File: config.mk
export PLATFORM = sky130hd
export DESIGN_NAME = thfna_queue
export DESIGN_NICKNAME = d
export VERILOG_FILES = /design/src/rtl/thfna_pkg.sv /design/src/rtl/thfna_queue.sv
export VERILOG_INCLUDE_DIRS = /design/src /design/src/rtl
export SDC_FILE = /design/constraint.sdc
export NUM_CORES = 1
export LEC_CHECK = 0
export ABC_AREA = 1
export BUFFER_PORTS_ARGS = -buffer_cell sky130_fd_sc_hd__buf_2
export CAP_MARGIN = 20
export CORE_ASPECT_RATIO = 1.2
export CORE_MARGIN = 4
export CORE_UTILIZATION = 55
export CTS_BUF_LIST = sky130_fd_sc_hd__clkbuf_8
export CTS_CLUSTER_SIZE = 14
export DETAILED_ROUTE_END_ITERATION = 8
export GPL_TIMING_DRIVEN = 1
export PLACE_DENSITY = 0.84
export SLEW_MARGIN = 20
export SYNTH_ARGS = -nofsm -noshare
export SYNTH_HDL_FRONTEND = slang
export SYNTH_SLANG_ARGS = --single-unit
File: constraint.sdc
create_clock -name clk -period 11.75 [get_ports clk]
set_clock_uncertainty 0.2 [all_clocks]
set_input_delay 2.35 -clock clk [delete_from_list [all_inputs] [get_ports clk]]
set_output_delay 2.35 -clock clk [all_outputs]
set_load 0.1 [all_outputs]
File: src/rtl/assert_macros.svh
// Assertion macros shared by the hole-fill RTL.
// No dependencies; included by the files that assert.
`ifndef ASSERT_MACROS_SVH
`define ASSERT_MACROS_SVH

// Condition that must hold at every clock edge out of reset.
`define ASSERT_ALWAYS(label, clk, rst_n, cond, msg) \
	label: assert property (@(posedge clk) disable iff (!rst_n) (cond)) else $error(msg);

// Trigger implies outcome at the next clock edge.
`define ASSERT_NEXT(label, clk, rst_n, pre, post, msg) \
	label: assert property (@(posedge clk) disable iff (!rst_n) (pre) |=> (post)) else $error(msg);

`endif

File: src/rtl/thfna_pkg.sv
// Types, constants and divide helpers for the hole-fill block.
// No dependencies; imported by every file except assert_macros.svh.
package thfna_pkg;

	localparam int MAX_SIZE    = 1024;
	localparam int COL_W       = $clog2(MAX_SIZE);
	localparam int ROW_W       = COL_W + 1;
	localparam int SIZE_W      = 11;
	localparam int CH_W        = 8;
	localparam int SUM_W       = 12;
	localparam int CNT_W       = 3;
	localparam int QUEUE_DEPTH = 2;
	localparam int CFG_IDX_W   = 1;

	localparam logic [CFG_IDX_W-1:0] REG_IMAGE_SIZE   = 1'd0;
	localparam logic [CFG_IDX_W-1:0] REG_COLOR_OUTPUT = 1'd1;

	localparam logic [SIZE_W-1:0] SIZE_RESET   = 11'd1024;
	localparam logic [CH_W-1:0]   ALPHA_OPAQUE = 8'd255;

	localparam logic MODE_PIXEL = 1'b0;
	localparam logic MODE_DRAIN = 1'b1;

	// floor(v/3) = (v * 2731) >> 13, exact for v < 8192
	localparam int RECIP3       = 2731;
	localparam int RECIP3_SHIFT = 13;
	localparam int PROD_W       = RECIP3_SHIFT + SUM_W;

	typedef struct packed {
		logic [CH_W-1:0] b;
		logic [CH_W-1:0] g;
		logic [CH_W-1:0] r;
	} rgb_t;

	typedef struct packed {
		logic fault;
		logic filled;
		rgb_t rgb;
	} entry_t;

	typedef struct packed {
		rgb_t rgb;
		logic valid;
	} nbr_t;

	typedef struct packed {
		entry_t center;
		nbr_t   left;
		nbr_t   right;
		nbr_t   up;
		nbr_t   down;
		logic   last;
	} job_t;

	typedef struct packed {
		logic [SIZE_W-1:0] size;
		logic              color;
		logic              restart;
	} cfg_t;

	function automatic logic [ROW_W-1:0] side_of(input logic [SIZE_W-1:0] sz);
		logic [ROW_W-1:0] s;
		if (sz == '0) begin
			s = ROW_W'(1);
		end else if (int'(sz) > MAX_SIZE) begin
			s = ROW_W'(MAX_SIZE);
		end else begin
			s = ROW_W'(sz);
		end
		return s;
	endfunction

	function automatic logic [SUM_W-1:0] div3(input logic [SUM_W-1:0] v);
		logic [PROD_W-1:0] p;
		p = PROD_W'(v) * PROD_W'(RECIP3);
		return p[RECIP3_SHIFT +: SUM_W];
	endfunction

	// floor(v/n) for n in 1..4, zero when no contributor
	function automatic logic [SUM_W-1:0] div_n(input logic [SUM_W-1:0] v,
		input logic [CNT_W-1:0] n);
		logic [SUM_W-1:0] q;
		case (n)
			3'd1: q = v;
			3'd2: q = v >> 1;
			3'd3: q = div3(v);
			3'd4: q = v >> 2;
			default: q = '0;
		endcase
		return q;
	endfunction

endpackage

File: src/rtl/thfna_queue.sv
// Short job queue between front and back end.
// Depends on thfna_pkg.
`include "assert_macros.svh"

module thfna_queue (
	input  logic            clk,
	input  logic            arst_n,
	input  thfna_pkg::job_t wr_data,
	input  logic            push,
	output logic            full,
	output thfna_pkg::job_t rd_data,
	output logic            empty,
	input  logic            pop
);
	import thfna_pkg::*;

	localparam int PTR_W = (QUEUE_DEPTH > 1) ? $clog2(QUEUE_DEPTH) : 1;
	localparam int CNT_QW = $clog2(QUEUE_DEPTH + 1);

	job_t              slot_q [QUEUE_DEPTH];
	logic [PTR_W-1:0]  wr_ptr_q, rd_ptr_q;
	logic [CNT_QW-1:0] count_q;

	assign full    = (count_q == CNT_QW'(QUEUE_DEPTH));
	assign empty   = (count_q == '0);
	assign rd_data = slot_q[rd_ptr_q];

	always_ff @(posedge clk) begin
		if (push) begin
			slot_q[wr_ptr_q] <= wr_data;
		end
	end

	always_ff @(posedge clk or negedge arst_n) begin
		if (!arst_n) begin
			wr_ptr_q <= '0;
			rd_ptr_q <= '0;
			count_q  <= '0;
		end else begin
			if (push) begin
				wr_ptr_q <= (wr_ptr_q == PTR_W'(QUEUE_DEPTH - 1)) ? '0 : wr_ptr_q + PTR_W'(1);
			end
			if (pop) begin
				rd_ptr_q <= (rd_ptr_q == PTR_W'(QUEUE_DEPTH - 1)) ? '0 : rd_ptr_q + PTR_W'(1);
			end
			if (push && !pop) begin
				count_q <= count_q + CNT_QW'(1);
			end else if (pop && !push) begin
				count_q <= count_q - CNT_QW'(1);
			end
		end
	end

	`ASSERT_ALWAYS(a_no_overflow, clk, arst_n, !(push && full), "push into full job queue")
	`ASSERT_ALWAYS(a_no_underflow, clk, arst_n, !(pop && empty), "pop from empty job queue")
endmodule

Yosys cells after proc, flatten, opt, wreduce, memory -nomap -nowiden
Memories as Yosys holds them, arrays and structs flattened.
Cells that the tools add are included.
Word-level totals
  output and inout port bits: 129
  bits in registers: 4
  input port bits: 131
  word-level logic and storage cells: 21
  memories kept: 1
  RAM bits: 254
Memories
  slot_q: words 2, bits a word 127, read ports 1, clocked after Yosys merged registers in 0, wr ports 1, RTL line thfna_queue.sv:20  | job_t slot_q [QUEUE_DEPTH];
Cells by class
  mux-type cells: 6
  equal/unequal tests: 1
  reductions and logical operators: 6
  add/subtract/negate cells: 4
Operator list (number)
  $mux 1: 4
  $mux 2: 2
  $add 1x1->1 const B: 2
  $add 2x1->2 const B: 1
  $eq 2x2->1 const B: 1
  $logic_and 1x1->1: 2
  $logic_not 1->1: 2
  $logic_not 2->1: 1
  $reduce_bool 2->1: 1
  $sub 2x1->2 const B: 1

Longest topological paths before layout
Gate-level depths: netlist of run 1.
  depth in word-level cells: 4
  mapped depth: 7
  gate-level depth less buffers: 7

Worst setup path before layout of run 1
Ideal clock, no wire load.
  path type: input to register
  start: input push
  end: memory slot_q[0][0] (netlist name) (enable)
  path slack: 3.230 ns
  data required time: 10.932 ns
  buffers on the path: 0
  stages on the path: 2
  arrival: 7.702 ns
  library setup time: 0.618 ns
  path through: inv_1 > nor2_1
Between the ends
  longest elaborated chain between the ends: 2
RTL lines
  start: declaration: RTL line thfna_queue.sv:9  | input logic push,
  $mux 1: RTL line thfna_queue.sv:29  | if (push) begin
  $mux 1 (implied by the code): RTL line thfna_queue.sv:30  | slot_q[wr_ptr_q] <= wr_data;
  end: declaration: RTL line thfna_queue.sv:20
No other way between the ends.

==> summary.md, run 1 <==
| Metric | Value |
|---|---|
| CTS HTree Levels | `2` |
| Critical Path Fanout Max | `74` |
| RSZ-0062 raised after global routing | `false` |
| Synthesized Nets | `552` |
| Setup Buffers After CTS | `0` |
| Largest net degree at the start of global routing | `84` |
| Worst setup SP type | `flop` |
| Syn Area/Cell | `22.49 sq um` |
| Max Slew Vio Count | `0` |
| Period utilization | `48.01%` |
| Post-DP HPWL | `12,450 um` |
| Critical Path End Type | `output port` |
| Actual slew at the worst max-slew pin | `1.100 ns` |
| Area Overhead vs Synth | `23.39%` |
| Max-Cap Viols | `0` |
| Row count | `52` |
| Vias in the first global route | `5,203` |
| Grt ovf | `0` |
| Initial antenna violation count | `2` |
| Clock sink total | `258` |
| Drt total wl | `18,420 um` |
| Hold Crit Class | `reg2reg` |
| Cells after Synth | `420` |
| Reg2reg start | `wr_ptr_q` |
| #FFs+latches synth | `258` |
| Post-synthesis cell type count | `13` |
| DR DRC count | `0` |
| CTS Buf Count | `39` |
| Tmin final | `5.641 ns` |
| Clock Tree Root | `clkbuf_8` |
| Crit path kind | `reg2out` |
| Die footprint | `0.01935 sq mm` |
| Initial Utilization | `56.06%` |
| Post-synthesis cell area | `0.009447 sq mm` |
| Routability Congestion | `0.7457` |
| Hold Fails Final Rpt | `0` |
| CTS resizes | `0` |
| DR iter-0 viols | `266` |
| Critical R2R Capture | `slot_q[0][104]` |
| Final setup TNS | `0 ns` |
| Core area | `0.01685 sq mm` |
| DR vias | `4,878` |
| Die width | `127.6 um` |
| Most frequent cells in the layout | `buf_2 (259), edfxtp_1 (254), mux2_2 (127), clkbuf_8 (41), inv_1 (16)` |
| Yosys Warn Count | `0` |
| DIE HEIGHT | `151.6 um` |
| Sequential share of the synthesized area | `81.80%` |
| Clock-pin slew on the worst setup and hold paths | `0.06 ns` |
| Status | `finished clean` |
| Fill count | `1,092` |
| First-pass GRT wire length | `26,740 um` |
| Crit path launch | `rd_ptr_q` |
| IO Count | `260` |
| TritonCTS clock tree | `yes` |
| Drt via density | `5.081` |
| Worst EP required | `9.20 ns` |
| GRT Util Overall | `18.00%` |
| Max clock buf depth | `3` |
| Final setup fails | `0` |
| WP data arrival | `3.09 ns` |
| R2R Setup Slk | `9.08 ns` |
| Clk_lat worst skew | `0.51 ns` |
| Layout Nets | `843` |
| Fmax | `177.3 MHz` |
| Post-cts hold buffer count | `0` |
| Slew HR | `26.67%` |
| Commonest non-fill, non-tap cell in the layout | `buf_2` |
| ANT nets after route | `0` |
| Worst Setup EP | `rd_data[89]` |
| IO Port Bufs | `259` |
| R2r worst-path depth | `3` |
| Share of layout cells above drive strength 1 | `60.38%` |
| DRT Pass-1 Iters | `6` |
| Drt wl/cell | `19.19 um` |
-- metrics by stage --
stage          area, sq um  util [%]  hold slack, ns  setup slack [ns]  cells
2_1_floorplan         9447         -          0.2631             3.230    420
3_3_place_gp         10870     64.53          0.2779             6.670    885
3_5_place_dp         10870     64.53          0.3209             6.631    885
4_1_cts              11630     69.02          0.3332             6.046    957
5_1_grt              11660     69.17          0.3644             5.931    960
6_report             11660     69.17          0.3330             6.109    960
-- worst min path at each step --
stage,startpoint,to,slack (ns),depth (start not counted)
final,count_q[1],count_q[1],0.33,2
after floorplan,count_q[1],count_q[1],0.26,2
after detailed placement,count_q[1],count_q[1],0.32,2
after global placement,count_q[1],count_q[1],0.28,2
after global routing,count_q[1],count_q[1],0.36,2
after CTS,count_q[1],count_q[1],0.33,2
-- cells in the mapped netlist (all sizes together) --
cell,number,share of area (%)
edfxtp,254,81
nand2,5,0.20
mux2,127,15
clkbuf,10,1.5
xor2,2,0.19
nand4,1,0.066
nand3,1,0.053
inv,7,0.28
ha,1,0.13
buf,4,0.48
dfrtp,4,1.1
nor2,3,0.12
xnor2,1,0.093
-- sequential cells by signal, summed over array words and instances (netlist names) --
name      flops
rd_ptr_q      1
wr_ptr_q      1
slot_q      254
count_q       2
-- cell families (layout without fill, tap and decap cells) --
| group | Yosys count | count (layout) | synth area share, % |
|---|---|---|---|
| buf+inv | 21 | 343 | 2.212 |
| flops | 258 | 258 | 81.80 |
| fa+ha+maj | 1 | 1 | 0.1324 |
| other cells | 0 | 2 | 0 |
| mux | 127 | 127 | 15.14 |
| xor+xnor | 3 | 3 | 0.2782 |
| simple gates | 10 | 10 | 0.4371 |
-- worst max-delay path: stages, from the launching register on --
cell	delay [ns]
dfrtp_4	0.89
buf_4	0.81
mux2_2	0.32
buf_2	0.43
-- area by class of cell --
| type | instances | area (sq um) | share of cell area (%) |
|---|---|---|---|
| clock inverter | 31 | 192.7 | 1.653 |
| timing repair buffer | 264 | 1346 | 11.55 |
| inverter | 7 | 28.78 | 0.2469 |
| sequential | 258 | 7731 | 66.33 |
| antenna | 2 | 5.005 | 0.04294 |
| tap | 216 | 270.3 | 2.319 |
| multi-input combinational | 141 | 1518 | 13.02 |
| clock buffer | 41 | 564.3 | 4.841 |
-- per-layer routing --
| layer | up-vias | global-route usage, % | wire length [um] |
|---|---|---|---|
| met2 | 195 | 32.51 | 10220 |
| li1 | 2252 | - | - |
| met3 | 35 | 5.330 | 1408 |
| met4 | 0 | 7.272 | 489 |
| met1 | 2396 | 19.97 | 6302 |
| met5 | - | 0 | 0 |
Power of run 1 is not shown: default switching activity piles up to over one toggle a cycle in this logic, so the estimate is an artifact.
==> run 2: changes to the inputs <==
- CORE_UTILIZATION: 55 -> 54
- PLACE_DENSITY: 0.84 -> 0.83
- clock period: 11.75 -> 5.5 ns (I/O delays scaled with it)
==> run 2 against run 1 <==
Compared with the run above: sequential share of layout area is 0.14 points higher; cell count fell by 0.94%; register-to-register slack worse by 5.7 ns; count of clock-buffer cells in the layout unchanged; non-clock buffer count is the same; setup slack worse by 4.5 ns.
==> summary.md, run 2 (synthesis gave the netlist of run 1 again) <==
| Metric | Value |
|---|---|
| Layout Nets | `842` |
| Max incr delay on CP | `0.86 ns` |
| Critical Path, Cell by Cell | `buf_12 > mux2_2 > buf_2` |
| Grt ovf | `0` |
| Critical Path End Type | `output port` |
| Worst Setup EP | `rd_data[98]` |
| Vias in the first global route | `5,286` |
| Fmax | `256.3 MHz` |
| Worst EP required | `4.20 ns` |
| Initial antenna violation count | `0` |
| RSZ-0062 raised after global routing | `false` |
| Drt wl/cell | `18.81 um` |
| Commonest non-fill, non-tap cell in the layout | `buf_2` |
| Critical R2R Capture | `slot_q[1][91]` |
| Share of layout cells above drive strength 1 | `60.00%` |
| DR vias | `4,838` |
| Util after Layout | `68.23%` |
| Core area | `0.01705 sq mm` |
| IO Port Bufs | `259` |
| First-pass GRT wire length | `26,780 um` |
| Status | `finished clean` |
| Crit path launch | `rd_ptr_q` |
| Critical Path Fanout Max | `80` |
| Post-DP HPWL | `11,990 um` |
| TritonCTS clock tree | `yes` |
| Final setup TNS | `0 ns` |
| Drt via density | `5.087` |
| CTS HTree Levels | `2` |
| Period utilization | `70.94%` |
| Die footprint | `0.01968 sq mm` |
| Slew HR | `42.94%` |
| DR iter-0 viols | `261` |
| Area Overhead vs Synth | `23.13%` |
| Clock-pin slew on the worst setup and hold paths | `0.06 ns` |
| CTS Buf Count | `38` |
| GRT Util Overall | `17.48%` |
| Largest register FFs | `254` |
| # diodes | `0` |
| Die width | `128.7 um` |
| CTS resizes | `0` |
| Max clock buf depth | `3` |
| Most flops, register | `slot_q` |
| IO Count | `260` |
| DRT Pass-1 Iters | `4` |
| R2r worst-path depth | `3` |
| Setup Buffers After CTS | `0` |
| Top flop regs | `slot_q (254), count_q (2)` |
| Max-Cap Viols | `0` |
| Routability Congestion | `0.7470` |
| Slowest-stage cell, CP | `dfrtp_4` |
| Final setup fails | `0` |
| Area post-placement | `0.01092 sq mm` |
| Drt total wl | `17,890 um` |
| Hold WS | `0.1987 ns` |
| Row count | `52` |
| WP data arrival | `2.60 ns` |
| ANT nets after route | `0` |
| Most frequent cells in the layout | `buf_2 (259), edfxtp_1 (254), mux2_2 (127), clkbuf_8 (41), inv_1 (15)` |
| Post-cts hold buffer count | `0` |
| Actual slew at the worst max-slew pin | `0.8559 ns` |
| Fill count | `1,131` |
| DIE HEIGHT | `152.9 um` |
| Max Slew Vio Count | `0` |
| Reg2reg start | `wr_ptr_q` |
| Worst setup SP type | `flop` |
| Crit path kind | `reg2out` |
| Initial Utilization | `55.42%` |
| Clock sink total | `258` |
| Hold Fails Final Rpt | `0` |
| Clock Tree Root | `clkbuf_8` |
| Hold Crit Class | `in2async` |
| Cell area after layout | `0.01163 sq mm` |
| R2R Setup Slk | `3.37 ns` |
| Tmin final | `3.902 ns` |
| Clk_lat worst skew | `0.49 ns` |
| DR DRC count | `0` |
| Largest net degree at the start of global routing | `81` |
run 2: changes by cell type in the layout (fill, tap and decap cells not counted), sizes merged:
cell,before,now
clkinvlp,4,0
clkinv,15,13
diode,2,0
inv,17,16
run 2: worst max-delay path, delay by kind of cell (launching register included):
| kind | cells | cell delay (ns) |
|---|---|---|
| flops | 1 | 0.86 |
| buf+inv | 2 | 0.70 |
| mux | 1 | 0.41 |
run 2: layout make-up:
type	instances	area [sq um]	share of cell area, %
clock buffers	41	564.3	4.852
clock inverters	24	147.6	1.269
inverters	7	28.78	0.2474
multi-input cells	141	1518	13.05
flip-flops and latches	258	7731	66.47
well taps	216	270.3	2.324
repair buffers	264	1371	11.79
run 2: worst min path at each step:
| stage | startpoint | endpoint | slack (ns) | cells after the start |
|---|---|---|---|---|
| after global routing | arst_n | count_q[0] | 0.16 | 1 |
| after floorplan | count_q[1] | count_q[1] | 0.26 | 2 |
| after global placement | count_q[1] | count_q[1] | 0.28 | 2 |
| after CTS | arst_n | count_q[0] | 0.16 | 1 |
| final | arst_n | count_q[0] | 0.20 | 1 |
| after detailed placement | count_q[1] | count_q[1] | 0.34 | 2 |
run 2: layer usage:
metal	routed length [um]	global-route usage, %
met2	9625	31.20
met5	0	0
met1	6400	19.54
met4	467	6.803
met3	1397	4.991
run 2: per-stage QoR:
stage	cells	setup WS, ns
detailed placement	886	2.128
global route	951	1.481
CTS	951	1.568
global placement	886	2.164
finish	951	1.598
floorplan	420	0.4431
Power of run 2 is left out for the same reason.
