==> src/rtl/assert_macros.svh <==
// Assertion macros shared by the hole-fill RTL.
// No dependencies; included by the files that assert.
`ifndef ASSERT_MACROS_SVH
`define ASSERT_MACROS_SVH

// Condition that must hold at every clock edge out of reset.
`define ASSERT_ALWAYS(label, clk, rst_n, cond, msg) \
	label: assert property (@(posedge clk) disable iff (!rst_n) (cond)) else $error(msg);

// Trigger implies outcome at the next clock edge.
`define ASSERT_NEXT(label, clk, rst_n, pre, post, msg) \
	label: assert property (@(posedge clk) disable iff (!rst_n) (pre) |=> (post)) else $error(msg);

`endif

==> src/rtl/thfna_pkg.sv <==
// Types, constants and divide helpers for the hole-fill block.
// No dependencies; imported by every file except assert_macros.svh.
package thfna_pkg;

	localparam int MAX_SIZE    = 1024;
	localparam int COL_W       = $clog2(MAX_SIZE);
	localparam int ROW_W       = COL_W + 1;
	localparam int SIZE_W      = 11;
	localparam int CH_W        = 8;
	localparam int SUM_W       = 12;
	localparam int CNT_W       = 3;
	localparam int QUEUE_DEPTH = 2;
	localparam int CFG_IDX_W   = 1;

	localparam logic [CFG_IDX_W-1:0] REG_IMAGE_SIZE   = 1'd0;
	localparam logic [CFG_IDX_W-1:0] REG_COLOR_OUTPUT = 1'd1;

	localparam logic [SIZE_W-1:0] SIZE_RESET   = 11'd1024;
	localparam logic [CH_W-1:0]   ALPHA_OPAQUE = 8'd255;

	localparam logic MODE_PIXEL = 1'b0;
	localparam logic MODE_DRAIN = 1'b1;

	// floor(v/3) = (v * 2731) >> 13, exact for v < 8192
	localparam int RECIP3       = 2731;
	localparam int RECIP3_SHIFT = 13;
	localparam int PROD_W       = RECIP3_SHIFT + SUM_W;

	typedef struct packed {
		logic [CH_W-1:0] b;
		logic [CH_W-1:0] g;
		logic [CH_W-1:0] r;
	} rgb_t;

	typedef struct packed {
		logic fault;
		logic filled;
		rgb_t rgb;
	} entry_t;

	typedef struct packed {
		rgb_t rgb;
		logic valid;
	} nbr_t;

	typedef struct packed {
		entry_t center;
		nbr_t   left;
		nbr_t   right;
		nbr_t   up;
		nbr_t   down;
		logic   last;
	} job_t;

	typedef struct packed {
		logic [SIZE_W-1:0] size;
		logic              color;
		logic              restart;
	} cfg_t;

	function automatic logic [ROW_W-1:0] side_of(input logic [SIZE_W-1:0] sz);
		logic [ROW_W-1:0] s;
		if (sz == '0) begin
			s = ROW_W'(1);
		end else if (int'(sz) > MAX_SIZE) begin
			s = ROW_W'(MAX_SIZE);
		end else begin
			s = ROW_W'(sz);
		end
		return s;
	endfunction

	function automatic logic [SUM_W-1:0] div3(input logic [SUM_W-1:0] v);
		logic [PROD_W-1:0] p;
		p = PROD_W'(v) * PROD_W'(RECIP3);
		return p[RECIP3_SHIFT +: SUM_W];
	endfunction

	// floor(v/n) for n in 1..4, zero when no contributor
	function automatic logic [SUM_W-1:0] div_n(input logic [SUM_W-1:0] v,
		input logic [CNT_W-1:0] n);
		logic [SUM_W-1:0] q;
		case (n)
			3'd1: q = v;
			3'd2: q = v >> 1;
			3'd3: q = div3(v);
			3'd4: q = v >> 2;
			default: q = '0;
		endcase
		return q;
	endfunction

endpackage

==> src/rtl/thfna_channels.sv <==


interface thfna_result_if;
	import thfna_pkg::*;
	logic            valid;
	logic            ready;
	logic [CH_W-1:0] out_red;
	logic [CH_W-1:0] out_green;
	logic [CH_W-1:0] out_blue;
	logic            frame_last;
	logic            fault;
	modport source(output valid, out_red, out_green, out_blue, frame_last, fault,
		input ready);
	modport sink(input valid, out_red, out_green, out_blue, frame_last, fault,
		output ready);
endinterface

==> src/rtl/thfna_back.sv <==
// Back end: sums the stencil, divides by the contributor count, forms the
// gray or color result and holds it in the output register. Depends on thfna_pkg.
module thfna_back (
	input  logic            clk,
	input  logic            arst_n,
	input  logic            color,
	input  thfna_pkg::job_t job,
	input  logic            job_empty,
	output logic            job_pop,
	thfna_result_if.source  result
);
	import thfna_pkg::*;

	logic             en;
	logic             v_s1, v_s2, out_valid_q;
	logic [SUM_W-1:0] sum_r, sum_g, sum_b;
	logic [CNT_W-1:0] cnt;
	logic [SUM_W-1:0] sum_r_s1, sum_g_s1, sum_b_s1;
	logic [CNT_W-1:0] cnt_s1;
	logic             last_s1, fault_s1, last_s2, fault_s2;
	logic [SUM_W-1:0] q_r_s2, q_g_s2, q_b_s2, q_gray_s2, gray;
	logic [CH_W-1:0]  out_red_q, out_green_q, out_blue_q;
	logic             frame_last_q, fault_q;
	nbr_t             nbrs [4];

	// whole pipe moves together; it holds only while the result waits
	assign en      = !out_valid_q || result.ready;
	assign job_pop = en && !job_empty;

	assign nbrs[0] = job.left;
	assign nbrs[1] = job.right;
	assign nbrs[2] = job.up;
	assign nbrs[3] = job.down;

	always_comb begin
		sum_r = '0;
		sum_g = '0;
		sum_b = '0;
		cnt   = '0;
		if (job.center.filled) begin
			sum_r = SUM_W'(job.center.rgb.r);
			sum_g = SUM_W'(job.center.rgb.g);
			sum_b = SUM_W'(job.center.rgb.b);
			cnt   = CNT_W'(1);
		end else begin
			for (int i = 0; i < 4; i++) begin
				if (nbrs[i].valid) begin
					sum_r = sum_r + SUM_W'(nbrs[i].rgb.r);
					sum_g = sum_g + SUM_W'(nbrs[i].rgb.g);
					sum_b = sum_b + SUM_W'(nbrs[i].rgb.b);
					cnt   = cnt + CNT_W'(1);
				end
			end
		end
	end

	assign gray = div3(q_gray_s2);

	always_ff @(posedge clk) begin
		if (en) begin
			sum_r_s1    <= sum_r;
			sum_g_s1    <= sum_g;
			sum_b_s1    <= sum_b;
			cnt_s1      <= cnt;
			last_s1     <= job.last;
			fault_s1    <= job.center.fault;
			q_r_s2      <= div_n(sum_r_s1, cnt_s1);
			q_g_s2      <= div_n(sum_g_s1, cnt_s1);
			q_b_s2      <= div_n(sum_b_s1, cnt_s1);
			q_gray_s2   <= div_n(sum_r_s1 + sum_g_s1 + sum_b_s1, cnt_s1);
			last_s2     <= last_s1;
			fault_s2    <= fault_s1;
			out_red_q    <= color ? q_r_s2[CH_W-1:0] : gray[CH_W-1:0];
			out_green_q  <= color ? q_g_s2[CH_W-1:0] : '0;
			out_blue_q   <= color ? q_b_s2[CH_W-1:0] : '0;
			frame_last_q <= last_s2;
			fault_q      <= fault_s2;
		end
	end

	always_ff @(posedge clk or negedge arst_n) begin
		if (!arst_n) begin
			v_s1        <= 1'b0;
			v_s2        <= 1'b0;
			out_valid_q <= 1'b0;
		end else if (en) begin
			v_s1        <= !job_empty;
			v_s2        <= v_s1;
			out_valid_q <= v_s2;
		end
	end

	assign result.valid      = out_valid_q;
	assign result.out_red    = out_red_q;
	assign result.out_green  = out_green_q;
	assign result.out_blue   = out_blue_q;
	assign result.frame_last = frame_last_q;
	assign result.fault      = fault_q;
endmodule
==> src/flat_wrapper.sv <==
// flat-port wrapper written by rule: the top's interface ports become plain ports
module thfna_back_flat import thfna_pkg::*;
  (clk, arst_n, color, job, job_empty, job_pop, result_valid, result_out_red, result_out_green, result_out_blue, result_frame_last, result_fault, result_ready);
  thfna_result_if result_i ();
  input  logic clk;
  input  logic arst_n;
  input  logic color;
  input  thfna_pkg::job_t job;
  input  logic job_empty;
  output logic job_pop;
  output wire logic [$bits(result_i.valid)-1:0] result_valid;
  output wire logic [$bits(result_i.out_red)-1:0] result_out_red;
  output wire logic [$bits(result_i.out_green)-1:0] result_out_green;
  output wire logic [$bits(result_i.out_blue)-1:0] result_out_blue;
  output wire logic [$bits(result_i.frame_last)-1:0] result_frame_last;
  output wire logic [$bits(result_i.fault)-1:0] result_fault;
  input wire logic [$bits(result_i.ready)-1:0] result_ready;
  assign result_valid = result_i.valid;
  assign result_out_red = result_i.out_red;
  assign result_out_green = result_i.out_green;
  assign result_out_blue = result_i.out_blue;
  assign result_frame_last = result_i.frame_last;
  assign result_fault = result_i.fault;
  assign result_i.ready = result_ready;
  thfna_back u_core (.clk(clk), .arst_n(arst_n), .color(color), .job(job), .job_empty(job_empty), .job_pop(job_pop), .result(result_i));
endmodule
==> config.mk <==
export PLATFORM = sky130hd
export DESIGN_NAME = thfna_back_flat
export DESIGN_NICKNAME = d
export VERILOG_FILES = /design/src/rtl/assert_macros.svh /design/src/rtl/thfna_pkg.sv /design/src/rtl/thfna_channels.sv /design/src/rtl/thfna_back.sv /design/src/flat_wrapper.sv
export SDC_FILE = /design/constraint.sdc
export NUM_CORES = 1
export LEC_CHECK = 0
export BUFFER_PORTS_ARGS = -buffer_cell sky130_fd_sc_hd__clkbuf_2
export CAP_MARGIN = 15
export CORE_ASPECT_RATIO = 0.5
export CORE_MARGIN = 2
export CORE_UTILIZATION = 68
export CTS_CLUSTER_DIAMETER = 50
export DETAILED_ROUTE_END_ITERATION = 12
export GPL_TIMING_DRIVEN = 0
export PLACE_DENSITY_LB_ADDON = 0.05
export RECOVER_POWER = 50
export SKIP_CTS_REPAIR_TIMING = 1
export SYNTH_ARGS = -nofsm -noshare
export SYNTH_HDL_FRONTEND = slang
export SYNTH_SLANG_ARGS = --single-unit
==> constraint.sdc <==
create_clock -name clk -period 14.6 [get_ports clk]
set_input_delay 2.92 -clock clk [delete_from_list [all_inputs] [get_ports clk]]
set_output_delay 2.92 -clock clk [all_outputs]
set_load 0.02 [all_outputs]
# After elaboration in Yosys (flattened, before gate mapping)
# Cells that the tools add are included.
# totals
regBits,108
latchBits,0
mem_bits_rw,0
mem_bits_ro,0
inputBits,132
out_inout_bits,28
elab_cells,86
mem_count,0
# classes
add_sub_neg,14
multipliers,5
div,0
n_lt_le_gt_ge,0
eq_ne,4
shifts,0
muxes,36
bitwise,0
n_reduce_logical,4
# op_table
op,n
12-bit two-way mux,18
12-bit by 8-bit adder with 12-bit output,9
8-bit case mux with 4 select lines,3
12-bit by 12-bit multiplier with 21-bit output (second input constant),4
8-bit two-way mux,7
12-bit case mux with 4 select lines,1
12-bit adder,2
12-bit by 12-bit multiplier with 24-bit output (second input constant),1
3-bit two-way mux,6
3-bit by 1-bit adder with 3-bit output (second input constant),3
3-bit by 2-bit == test with 1-bit output (second input constant),2
3-bit by 1-bit == test with 1-bit output (second input constant),1
3-bit == test (second input constant),1
1-bit logical NOT,2
1-bit logical AND,1
1-bit logical OR,1
1-bit two-way mux,1

# Longest topological paths before layout
# logic_depth
word_depth,11
ltp_mapped,30

# Worst setup path after synthesis
# Ideal clock, no wire load.
# synth_timing
path_type,register -> register
startpoint,register u_core.sum_b_s1[1]
endpoint,"register u_core.q_gray_s2[5], data pin"
setup_time_ns,0.261
arrival_ns,6.374
t_required_ns,14.339
setup_slack_ns,7.966
stages_incl_launch_ff,29
path_buffers,0
synth_period_minus_slack_ns,6.634
cell_sequence,edfxtp_1 > inv_1 > fa_1 > inv_1 > ha_1 > inv_1 > fa_1 > nor2b_1 > o21a_1 > nor2_1 > xnor2_1 > ha_1 > ha_1 > inv_1 > fa_1 > inv_1 > fa_1 > inv_1 > fa_1 > inv_1 > ha_1 > a21o_1 > a21o_1 > a221oi_2 > o21ai_2 > o21a_1 > o21ai_2 > mux2i_1 > a221o_1
# synth_via
elab_chain_cells,3
# synth_lines
element,line,source
"start, declared",thfna_back.sv:18,"logic [SUM_W-1:0] sum_r_s1, sum_g_s1, sum_b_s1;"
"start signal, assigned",thfna_back.sv:63,sum_b_s1 <= sum_b;
12-bit adder (*),thfna_back.sv:70,"q_gray_s2 <= div_n(sum_r_s1 + sum_g_s1 + sum_b_s1, cnt_s1);"
12-bit by 12-bit multiplier with 24-bit output,thfna_pkg.sv:75,p = PROD_W'(v) * PROD_W'(RECIP3);
12-bit case mux with 4 select lines (*),thfna_pkg.sv:83,case (n)
"end signal, assigned",thfna_back.sv:70,
"end, declared",thfna_back.sv:21,"logic [SUM_W-1:0] q_r_s2, q_g_s2, q_b_s2, q_gray_s2, gray;"
# Every way passes the cells marked *; elsewhere a longest branch is shown, timed or not.
# A chain may end at the register's enable or synchronous reset.

# Worst setup path in the final report
# layout_timing
startpoint,register u_core.sum_g_s1[1]
endpoint,"register u_core.q_gray_s2[10], data pin"
# layout_via
elab_chain_cells,4
# layout_lines
element,line,source
"start, declared",thfna_back.sv:18,
"start signal, assigned",thfna_back.sv:62,sum_g_s1 <= sum_g;
12-bit adder (*) (2 in series),thfna_back.sv:70,
12-bit by 12-bit multiplier with 24-bit output,thfna_pkg.sv:75,
12-bit case mux with 4 select lines (*),thfna_pkg.sv:83,
# Marked as above.

==> flow_summary.json <==
{
  "outcome": "finished, violations left",
  "violations": "capacitance limit, slew limit",
  "r2r-start": "u_core.sum_g_s1[1]",
  "vias": 15400,
  "synth_compound_area_frac": 0.131,
  "avgRoutedWirePerCell_um": 16.8,
  "setup_viol": 0,
  "yosysUniqueCellTypes": 67,
  "finalSetupTns_ps": 0,
  "dieArea_mm2": 0.0313,
  "layout.cells.most_common": "inv_1",
  "worstReg2RegEnd": "u_core.q_gray_s2[10]",
  "synth_top_family_by_area": "adder cells",
  "synth_seq_cells": 105,
  "nets": 3096,
  "drive_gt1_frac": 0.0763,
  "startpoint_type": "register",
  "cts_max_level": 3,
  "path_common_cell": "inv_1",
  "r2r_cells": 28,
  "dp_hpwl_mm": 39.2,
  "arrival_ps": 7940,
  "drt_wl_total_mm": 45.8,
  "ys_seq_area_frac": 0.155,
  "rrSetupSlack_ps": 6750,
  "crit_path_max_incr_delay_ps": 720,
  "port-buffer-count": 157,
  "grt.overflow.total": 0,
  "die_h_um": 126,
  "path_class": "register to register",
  "yosys.area_share.simple": 0.0772,
  "grt_pass1_vias": 15500,
  "coreArea_mm2": 0.0292,
  "synthFlopType": "edfxtp_1",
  "clk_pin_slew_ps": 80,
  "area_growth_pct": 7.66,
  "syn_area_per_cell_um2": 9.41,
  "die_width_um": 248,
  "relSlewSlack": -1.68,
  "finalHoldViolations": 0,
  "seq_area_mm2": 0.00314,
  "hp-start": "u_core.fault_s2",
  "multi_input_area_mm2": 0.0152,
  "route.detailed.drc": 0,
  "syn-cell-area_mm2": 0.0203,
  "cap_viol_max_count": 1,
  "fill_cells": 2172,
  "final_cell_mix": "inv_1, ha_1, fa_1",
  "synth_xor_area_frac": 0.0572,
  "drt_iter0_drc": 1094,
  "hold_depth": 0,
  "synth_edf_count": 102,
  "yosys_warnings": 0,
  "grt_antenna_before_repair": 1,
  "worstSkewPairLatency_ps": 380,
  "synth_fa_ha_area_frac": 0.464,
  "grt_usage": 0.305,
  "worst_pin_slew_ps": 4010,
  "slew_violations": 78,
  "period_share": 0.538,
  "cts_max_path_buffers": 2,
  "worstSetupEndpointType": "register",
  "syn_nets": 2927,
  "cts_num_sinks": 105,
  "postSynthCellCount": 2158,
  "skew_ps": 13.2,
  "whs_endpoint": "u_core.result.fault",
  "fmaxAchievable_ghz": 0.127,
  "root_buffer": "clkbuf_16",
  "first_pass_iters": 6,
  "io_pins": 160,
  "cts_buffers": 9,
  "rsz0062_at_grt": "false",
  "start_util": 0.696,
  "slowest_stage": "xnor2_1",
  "via_per_inst": 5.67,
  "synth_mux_area_frac": 0.0189,
  "cp_max_fo": 8,
  "async_flop_share": 0.0286,
  "hold_class": "register to register",
  "min_period_ps": 7850,
  "tritoncts": "done",
  "grt_first_pass_wirelength_mm": 75.2,
  "drtAntennaViolNets": 0,
  "rows": 44,
  "grt_max_degree": 78,
  "cp.required_ps": 14690,
  "place.gp.congestion": 0.939
}
[worst max-delay path, delay by kind of cell (launching register included)]
kind,cells,cell delay [ps]
adders and majority gates,9,3470
AOI/OAI and AO/OA,8,1750
xor gates and xnor gates,2,950
DFF,1,670
buffers and inverters,7,500
and+or+nand+nor,2,220
[routing by layer]
metal	vias up	part of all wire	global-route usage
li1	7632	-	-
met1	7248	0.44	0.403
met2	466	0.47	0.512
met3	99	0.068	0.0595
met4	0	0.027	0.0882
met5	-	0	0
[area by class of cell]
type | instances | area share
Multi-Input combinational cell | 1532 | 0.696
Sequential cell | 105 | 0.144
Inverter | 475 | 0.0816
Timing Repair Buffer | 158 | 0.0345
Tap cell | 391 | 0.0224
Clock buffer | 9 | 0.0103
Buffer | 46 | 0.00790
Clock inverter | 7 | 0.00384
Antenna cell | 1 | 0.000114
[how the worst max path moves through the flow]
| stage | startpoint | end | slack, ps | cells after the start |
|---|---|---|---|---|
| after floorplan | u_core.sum_b_s1[1] | u_core.q_gray_s2[5] | 7970 | 28 |
| after global placement | u_core.sum_g_s1[1] | u_core.q_gray_s2[10] | 6950 | 28 |
| after detailed placement | u_core.sum_g_s1[1] | u_core.q_gray_s2[10] | 6840 | 28 |
| after CTS | u_core.sum_g_s1[1] | u_core.q_gray_s2[10] | 6840 | 28 |
| after global routing | u_core.sum_g_s1[1] | u_core.q_gray_s2[10] | 6370 | 28 |
| final | u_core.sum_g_s1[1] | u_core.q_gray_s2[10] | 6750 | 28 |
[stage by stage]
step | hold slack [ps] | area [µm²] | setup slack (ps) | util | instances
after floorplan | 400 | 20300 | 7970 | - | 2158
after global placement | 401 | 21600 | 6950 | 0.739 | 2706
after detailed placement | 405 | 21600 | 6840 | 0.741 | 2707
after CTS | 424 | 21900 | 6840 | 0.751 | 2723
after global routing | 447 | 21900 | 6370 | 0.749 | 2723
final | 424 | 21900 | 6750 | 0.749 | 2724
[cells in the mapped netlist, types with 20 or more instances]
cell type | instances | area, µm²
a21o_1 | 44 | 330
a21oi_1 | 93 | 465
a22oi_1 | 36 | 270
and2_1 | 37 | 231
clkbuf_1 | 37 | 139
edfxtp_1 | 102 | 3060
fa_1 | 194 | 3880
ha_1 | 443 | 5540
inv_1 | 473 | 1780
nand2_1 | 101 | 379
nor2_1 | 78 | 293
nor3_1 | 26 | 130
o21a_1 | 20 | 150
o21ai_0 | 83 | 415
xnor2_1 | 94 | 823
xor2_1 | 31 | 272
[kinds of logic (layout without fill, tap and decap cells)]
family,count (synthesis),count (layout)
fa+ha+maj,637,637
buf+inv,521,695
compound gates,405,405
simple gates,326,326
xor+xnor,128,128
flops,105,105
mux,36,36
other cells,0,1
[flip-flops by register name, summed over array words and instances (netlist names)]
signal                    count
u_core.cnt_s1                 3
u_core.fault_s1               1
u_core.fault_s2               1
u_core.last_s1                1
u_core.last_s2                1
u_core.q_b_s2                 8
u_core.q_g_s2                 8
u_core.q_gray_s2             12
u_core.q_r_s2                 8
u_core.result.fault           1
u_core.result.frame_last      1
u_core.result.out_blue        8
u_core.result.out_green       8
u_core.result.out_red         8
u_core.result.valid           1
u_core.sum_b_s1              11
u_core.sum_g_s1              11
u_core.sum_r_s1              11
u_core.v_s1                   1
u_core.v_s2                   1
Power is left out: the tool's default activity adds up to more than one toggle a clock period on the data nets, which glitch-free logic cannot reach.
